--- config.mk ---
export PLATFORM = sky130hd
export DESIGN_NAME = bva_search
export DESIGN_NICKNAME = d
export VERILOG_FILES = /design/src/rtl/core/bva_pkg.sv /design/src/rtl/core/bva_search.sv
export SDC_FILE = /design/constraint.sdc
export NUM_CORES = 1
export LEC_CHECK = 0
export ABC_AREA = 1
export BUFFER_PORTS_ARGS = -buffer_cell sky130_fd_sc_hd__buf_2
export CORE_MARGIN = 3
export CORE_UTILIZATION = 45
export DETAILED_ROUTE_END_ITERATION = 16
export PLACE_DENSITY_LB_ADDON = 0.08
export SLEW_MARGIN = 10
export SYNTH_ARGS = -nofsm -noshare
export SYNTH_HDL_FRONTEND = slang
export SYNTH_SLANG_ARGS = --single-unit
--- constraint.sdc ---
create_clock -name clk -period 7 [get_ports clk]
set_input_delay 0.35 -clock clk [delete_from_list [all_inputs] [get_ports clk]]
set_output_delay 0.35 -clock clk [all_outputs]
set_load 0.01 [all_outputs]
--- src/rtl/core/bva_pkg.sv ---
// Package for the binned variogram accumulator: field widths, request codes,
// register indexes, reset values and the structs passed between the core modules.
// No dependencies.
package bva_pkg;

	// Default number of bin edges the bin store is sized for
	localparam int MAX_EDGES_DEF = 64;

	// Field widths
	localparam int MODE_W     = 2;
	localparam int DIST_W     = 32;
	localparam int VAL_W      = 24;
	localparam int BINID_W    = 6;
	localparam int MOM_W      = 64;
	localparam int CNT_W      = 32;
	localparam int EDGE_OUT_W = 40;
	localparam int NEDGE_W    = 7;
	localparam int CFG_IDX_W  = 2;
	localparam int CFG_DATA_W = 32;

	// Request modes
	localparam logic [MODE_W-1:0] MODE_CLEAR = 2'd0;
	localparam logic [MODE_W-1:0] MODE_ACC   = 2'd1;
	localparam logic [MODE_W-1:0] MODE_READ  = 2'd2;

	// Register indexes
	localparam logic [CFG_IDX_W-1:0] REG_BIN_START = 2'd0;
	localparam logic [CFG_IDX_W-1:0] REG_BIN_STEP  = 2'd1;
	localparam logic [CFG_IDX_W-1:0] REG_NUM_EDGES = 2'd2;

	// Register reset values
	localparam logic [DIST_W-1:0]  BIN_START_RST = 32'd0;
	localparam logic [DIST_W-1:0]  BIN_STEP_RST  = 32'd65536;
	localparam logic [NEDGE_W-1:0] NUM_EDGES_RST = 7'd64;

	// Edge search control
	typedef struct packed {
		logic start;
		logic is_read;
	} srch_ctl_t;

	// Bin store control
	typedef struct packed {
		logic clear;
		logic rd_en;
		logic wr_en;
		logic acc;
	} store_ctl_t;

	// One result
	typedef struct packed {
		logic                  found;
		logic [BINID_W-1:0]    index;
		logic [MOM_W-1:0]      moment;
		logic [CNT_W-1:0]      count;
		logic [EDGE_OUT_W-1:0] lower_edge;
	} result_t;

endpackage

--- src/rtl/core/bva_search.sv ---
// Edge search: finds the bin of a distance, or takes the bits of a read bin, one index
// bit per cycle, MSB first, building the lower edge by shifted adds of the step. Depends on bva_pkg.
module bva_search #(
	parameter int MAX_EDGES = bva_pkg::MAX_EDGES_DEF
) (
	input  logic                          clk,
	input  logic                          arst_n,
	input  bva_pkg::srch_ctl_t            ctl,
	input  logic [bva_pkg::DIST_W-1:0]    bin_start,
	input  logic [bva_pkg::DIST_W-1:0]    bin_step,
	input  logic [bva_pkg::DIST_W-1:0]    distance,
	input  logic [bva_pkg::BINID_W-1:0]   read_bin,
	input  logic [$clog2(MAX_EDGES)-1:0]  nbins,
	output logic                          last,
	output logic [$clog2(MAX_EDGES)-1:0]  bin_idx,
	output logic [bva_pkg::DIST_W+$clog2(MAX_EDGES)-1:0] lower_edge
);

	localparam int BW = $clog2(MAX_EDGES);
	localparam int EW = bva_pkg::DIST_W + BW;
	localparam int KW = (BW > 1) ? $clog2(BW) : 1;

	logic          busy_q;
	logic          is_read_q;
	logic [KW-1:0] k_q;
	logic [BW-1:0] h_q;
	logic [EW-1:0] e_q;

	logic [BW-1:0] cand;
	logic [EW-1:0] cand_e;
	logic [BW-1:0] rsel;
	logic          take;

	// Trial: set bit k of the index and move the edge by step << k
	always_comb begin
		cand   = h_q | (BW'(1) << k_q);
		cand_e = e_q + (EW'(bin_step) << k_q);
		rsel   = BW'(read_bin);
		if (is_read_q) begin
			take = rsel[k_q];
		end else begin
			take = (cand < nbins) && (cand_e <= EW'(distance));
		end
	end

	// Bit counter
	always_ff @(posedge clk or negedge arst_n) begin
		if (!arst_n) begin
			busy_q    <= 1'b0;
			is_read_q <= 1'b0;
			k_q       <= '0;
		end else if (ctl.start) begin
			busy_q    <= 1'b1;
			is_read_q <= ctl.is_read;
			k_q       <= KW'(BW - 1);
		end else if (busy_q) begin
			if (k_q == '0) begin
				busy_q <= 1'b0;
			end else begin
				k_q <= k_q - KW'(1);
			end
		end
	end

	// Index and edge so far
	always_ff @(posedge clk) begin
		if (ctl.start) begin
			h_q <= '0;
			e_q <= EW'(bin_start);
		end else if (busy_q && take) begin
			h_q <= cand;
			e_q <= cand_e;
		end
	end

	assign last       = busy_q && (k_q == '0);
	assign bin_idx    = h_q;
	assign lower_edge = e_q;

endmodule

# [Yosys cells after proc, flatten, opt, wreduce, memory -nomap -nowiden]
# Cells that the tools add are included.
[word_totals] reg_bits=49 input_bits=112 word_cells=33 out_inout_bits=45
[classes] n_mux=11 n_addsub=2 n_reduce_logical=7 n_lt_le_gt_ge=3 shifts=2 bitwise_logic=1 n_eq_ne=1
[op_table] cell="32-bit two-way mux" count=2
[op_table] cell="38-bit adder" count=1
[op_table] cell="38-bit by 32-bit <= comparator with 1-bit output" count=1
[op_table] cell="32-bit by 3-bit << shifter with 38-bit output" count=1
[op_table] cell="3-bit two-way mux" count=3
[op_table] cell="6-bit less-than comparator" count=1
[op_table] cell="6-bit OR" count=1
[op_table] cell="1-bit by 3-bit << shifter with 6-bit output (first input constant)" count=1
[op_table] cell="1-bit two-way mux" count=5
[op_table] cell="3-bit by 4-bit less-than comparator with 1-bit output (second input constant)" count=1
[op_table] cell="2-bit nonzero test" count=2
[op_table] cell="1-bit binary-select mux with 3-bit select" count=1
[op_table] cell="1-bit logical AND" count=3
[op_table] cell="3-bit zero test" count=1
[op_table] cell="3-bit by 1-bit subtractor with 3-bit output (second input constant)" count=1
[op_table] cell="2-bit inequality test (second input constant)" count=1
[op_table] cell="2-bit AND reduction" count=1

# [Depth between registers and ports, before layout]
[logic_depth] ltp_word=8 mapped_depth=39

# [Worst setup path before layout]
# No wires, ideal clock.
[synth_timing] path_type="register -> register" start="register k_q[1]" end="register e_q[0] (netlist: lower_edge[0]) (enable)" path_slack_ps=1930 arrival_time_ps=4680 stages_incl_launch_ff=32 n_path_buf=3 required_ps=6611 setup_time_ps=389 period_less_slack_ps=5070 cell_sequence="dfrtp_1 clkbuf_1 inv_1 clkbuf_1 buf_1 nand3_1 nand3_1 o21ai_0 ha_1 nand2_1 nand2_1 o21bai_1 a21oi_1 nand3_2 a31oi_1 xnor2_1 ha_1 a21oi_1 nor2_1 nor2_1 nand2_1 a21oi_1 nand2_1 nand2_1 nand2_1 nand2_1 nand2_1 nor2_2 nand3_2 nand2_4 nand2_2 nand2_1"
[synth_via] elab_chain_cells=7 word_cells_on_any_way=12 cone_classes="add/sub (1); order compare (2); shift (2); mux (3); bitwise (1); reduce/logical (3)"
[synth_lines] element="start: declaration" line="bva_search.sv:25" source="logic [KW-1:0] k_q;"
[synth_lines] element="start signal: assignment" line="bva_search.sv:55" source="k_q <= KW'(BW - 1);"
[synth_lines] element="start signal: assignment" line="bva_search.sv:60" source="k_q <= k_q - KW'(1);"
[synth_lines] element="32-bit by 3-bit << shifter with 38-bit output / 1-bit by 3-bit << shifter with 6-bit output (equally long branches)" line="bva_search.sv:37, bva_search.sv:36"
[synth_lines] element="38-bit adder / 6-bit OR (equally long branches)" line="bva_search.sv:37, bva_search.sv:36"
[synth_lines] element="38-bit by 32-bit <= comparator with 1-bit output / 6-bit less-than comparator (equally long branches)" line="bva_search.sv:42" source="take = (cand < nbins) && (cand_e <= EW'(distance));"
[synth_lines] element="1-bit logical AND" line="bva_search.sv:42"
[synth_lines] element="1-bit two-way mux *" line="bva_search.sv:39" source="if (is_read_q) begin"
[synth_lines] element="1-bit logical AND *" line="bva_search.sv:70" source="end else if (busy_q && take) begin"
[synth_lines] element="2-bit nonzero test (no source line) *"
[synth_lines] element="end signal: assignment" line="bva_search.sv:69" source="e_q <= EW'(bin_start);"
[synth_lines] element="end signal: assignment" line="bva_search.sv:72" source="e_q <= cand_e;"
[synth_lines] element="end: declaration" line="bva_search.sv:27" source="logic [EW-1:0] e_q;"
# Mark *: on every way between the ends. The rest lies on a longest branch, timed or not. The select of a mux whose other input is x is not followed.
# A chain may end at the register's enable or synchronous reset.

# [Final worst setup path]
[layout_timing] start="register k_q[0]" end="register e_q[9] (netlist: lower_edge[9]) (enable)"
# Same word-level chain as after synthesis.

==> flow_summary.json <==
{
  "status": "completed",
  "grt_pass1_vias": 6625,
  "synth_compound_area_share_pct": 12.6,
  "gr-usage-all-layers_pct": 26.3,
  "cts_hold_buf": 1,
  "synth_area_um2": 6740,
  "syn_to_final_growth_pct": 15.9,
  "vias": 7413,
  "post-route-min-period_ns": 6.15,
  "startpoint_type": "flop",
  "synth_seq_area_share_pct": 19.7,
  "synthMuxAreaShare_pct": 0.594,
  "antenna_found_initial": 0,
  "die-area_um2": 16500,
  "cp.arrival_ns": 6.16,
  "hold_viol_final": 0,
  "setup-tns-final_ns": 0,
  "synth-main-ff-cell": "edfxtp_1",
  "synthDistinctLibCells": 45,
  "crit_top_cell": "nand2_1",
  "drt.antenna.violating_nets": 0,
  "drt_wl_total_mm": 22.2,
  "n_fill_cell": 1580,
  "drtIter0Drc": 718,
  "wl_per_cell_um": 15.4,
  "die_y_um": 128,
  "crit_slowest_cell": "nand2_1",
  "num_rows": 44,
  "r2r_cells": 30,
  "port_buffers": 156,
  "synth_fa_ha_area_share_pct": 15.0,
  "drive_gt1_share_pct": 15.7,
  "layout_common_cells": "nand2_1 (426), buf_2 (156), inv_1 (134)",
  "clkTransAtPathRegs_ns": 0.07,
  "io_pins": 157,
  "synthSimpleGateAreaFrac_pct": 38.1,
  "drt_pass1_iterations": 6,
  "crit_path_start": "k_q[0]$_DFFE_PN0P_",
  "core_um2": 14600,
  "r2r_start": "k_q[0]$_DFFE_PN0P_",
  "synth-xor-area-share_pct": 4.03,
  "cts.repair.resized": 0,
  "synthArstFlopShare_pct": 10.2,
  "fmax_mhz": 163,
  "worstSetupPathType": "flop to flop",
  "min_from": "ctl[0]",
  "gp_congestion": 0.953,
  "post_cts_buffers": 0,
  "postSynthAreaPerCell_um2": 6.03,
  "cts_max_level": 2,
  "clk_path_buf_depth": 2,
  "max_stage_delay_ns": 0.53,
  "worst_pin_slew_ns": 1.08,
  "cp_max_fo": 38,
  "dp_hpwl_mm": 18.0,
  "drcViolationCount": 0,
  "maxCapViolCount": 0,
  "finClkSkew_ns": 0.00784,
  "worst-path-stages": 30,
  "synth_edf_count": 32,
  "whs_path_depth": 3,
  "vias_per_cell": 5.15,
  "worstPathRequired_ns": 7.01,
  "cts_buffers": 5,
  "clock_latency_ns": 0.31,
  "grt_pass1_wl_mm": 34.3,
  "slew_viol_final": 0,
  "overflow": 0,
  "dieWidth_um": 128,
  "fin_crit_sh_pct": 87.9,
  "setup_violations": 0,
  "yosys_warnings": 0,
  "initial_utilization_pct": 46.2,
  "grt_max_degree": 46,
  "endpoint_kind": "flop",
  "finalNetCount": 1447,
  "num_antenna_cells": 0,
  "crit_buf_inv": 5,
  "slew_headroom_pct": 28.2,
  "cts-root-buf": "clkbuf_16",
  "synth_top_family_by_area": "simple AND/OR/NAND/NOR gates",
  "ys_seq_elements": 49,
  "final_common_cell": "nand2_1",
  "syn_nets": 1310,
  "hold_slack_ns": 0.254,
  "cts_sinks": 49,
  "tritoncts": "built",
  "rsz0062_at_grt": "no",
  "cp_top_family": "simple AND/OR/NAND/NOR gates",
  "syn_inst": 1118,
  "hold_class": "input port to flop"
}
-- per-layer routing --
layer / global-route usage [%] / up-vias / routed length, µm
li1: - / 3877 / -
met1: 38.8 / 3290 / 10800
met2: 41.2 / 226 / 9720
met3: 3.45 / 20 / 1310
met4: 5.81 / 0 / 338
met5: 0 / - / 0
-- flip-flops by register name (all words and copies together), names as in the netlist --
| name | count |
|---|---|
| lower_edge | 38 |
| bin_idx | 6 |
| k_q | 3 |
| busy_q | 1 |
| is_read_q | 1 |
-- cell type report --
cell class	count	area [µm²]	share of cell area (%)
inverter	142	533	6.82
sequential	49	1330	17.0
clock buffer	8	136	1.75
multi-input combinational	894	4740	60.6
tap	184	230	2.95
timing repair buffer	163	848	10.9
-- through the flow --
step | util (%) | setup WS, ns | cell area (µm²) | instances
after global routing | 53.5 | 0.367 | 7810 | 1440
after global placement | 52.5 | 0.854 | 7660 | 1431
final | 53.5 | 0.850 | 7810 | 1440
after floorplan | - | 1.93 | 6740 | 1118
after detailed placement | 52.5 | 0.877 | 7660 | 1431
after CTS | 53.5 | 0.841 | 7810 | 1440
-- synthesized netlist by cell type, drive strengths merged, types with 9 or more instances --
cell type,count,share of area (%)
nand2,430,24
inv,141,7.9
nand3,97,7.8
nor2,80,4.8
ha,79,15
o21ai,69,5.2
a21oi,66,5.0
edfxtp,32,14
clkbuf,24,1.4
xor2,16,2.1
xnor2,15,1.9
dfxtp,12,3.6
buf,9,0.74
-- final timing paths --
path	to	slack, ns
max reg2reg	lower_edge[9]$_DFFE_PP_	0.85
max in group asynchronous	is_read_q$_DFFE_PN0P_	6.45
max	lower_edge[9]$_DFFE_PP_	0.85
min reg2reg	bin_idx[4]$_SDFFE_PP0P_	0.48
min in group asynchronous	k_q[0]$_DFFE_PN0P_	0.42
min	is_read_q$_DFFE_PN0P_	0.25
-- kinds of logic after synthesis --
logic type,count (synthesis)
buffers and inverters,175
XOR/XNOR,31
multiplexers,4
AND/OR/NAND/NOR,622
adder cells (fa/ha/maj),80
flip-flops,49
AO/OA/AOI/OAI,157
-- worst register-to-register path: cells and delay by family (launching register included) --
kind	cells	cell delay, ns
AND/OR/NAND/NOR	17	2.44
AO/OA/AOI/OAI	5	1.24
buffers and inverters	5	0.96
adder cells (fa/ha/maj)	2	0.68
flip-flops	1	0.39
XOR/XNOR	1	0.12
Power is not shown: default switching activity piles up to over one toggle a cycle in this logic, so the estimate is an artifact.
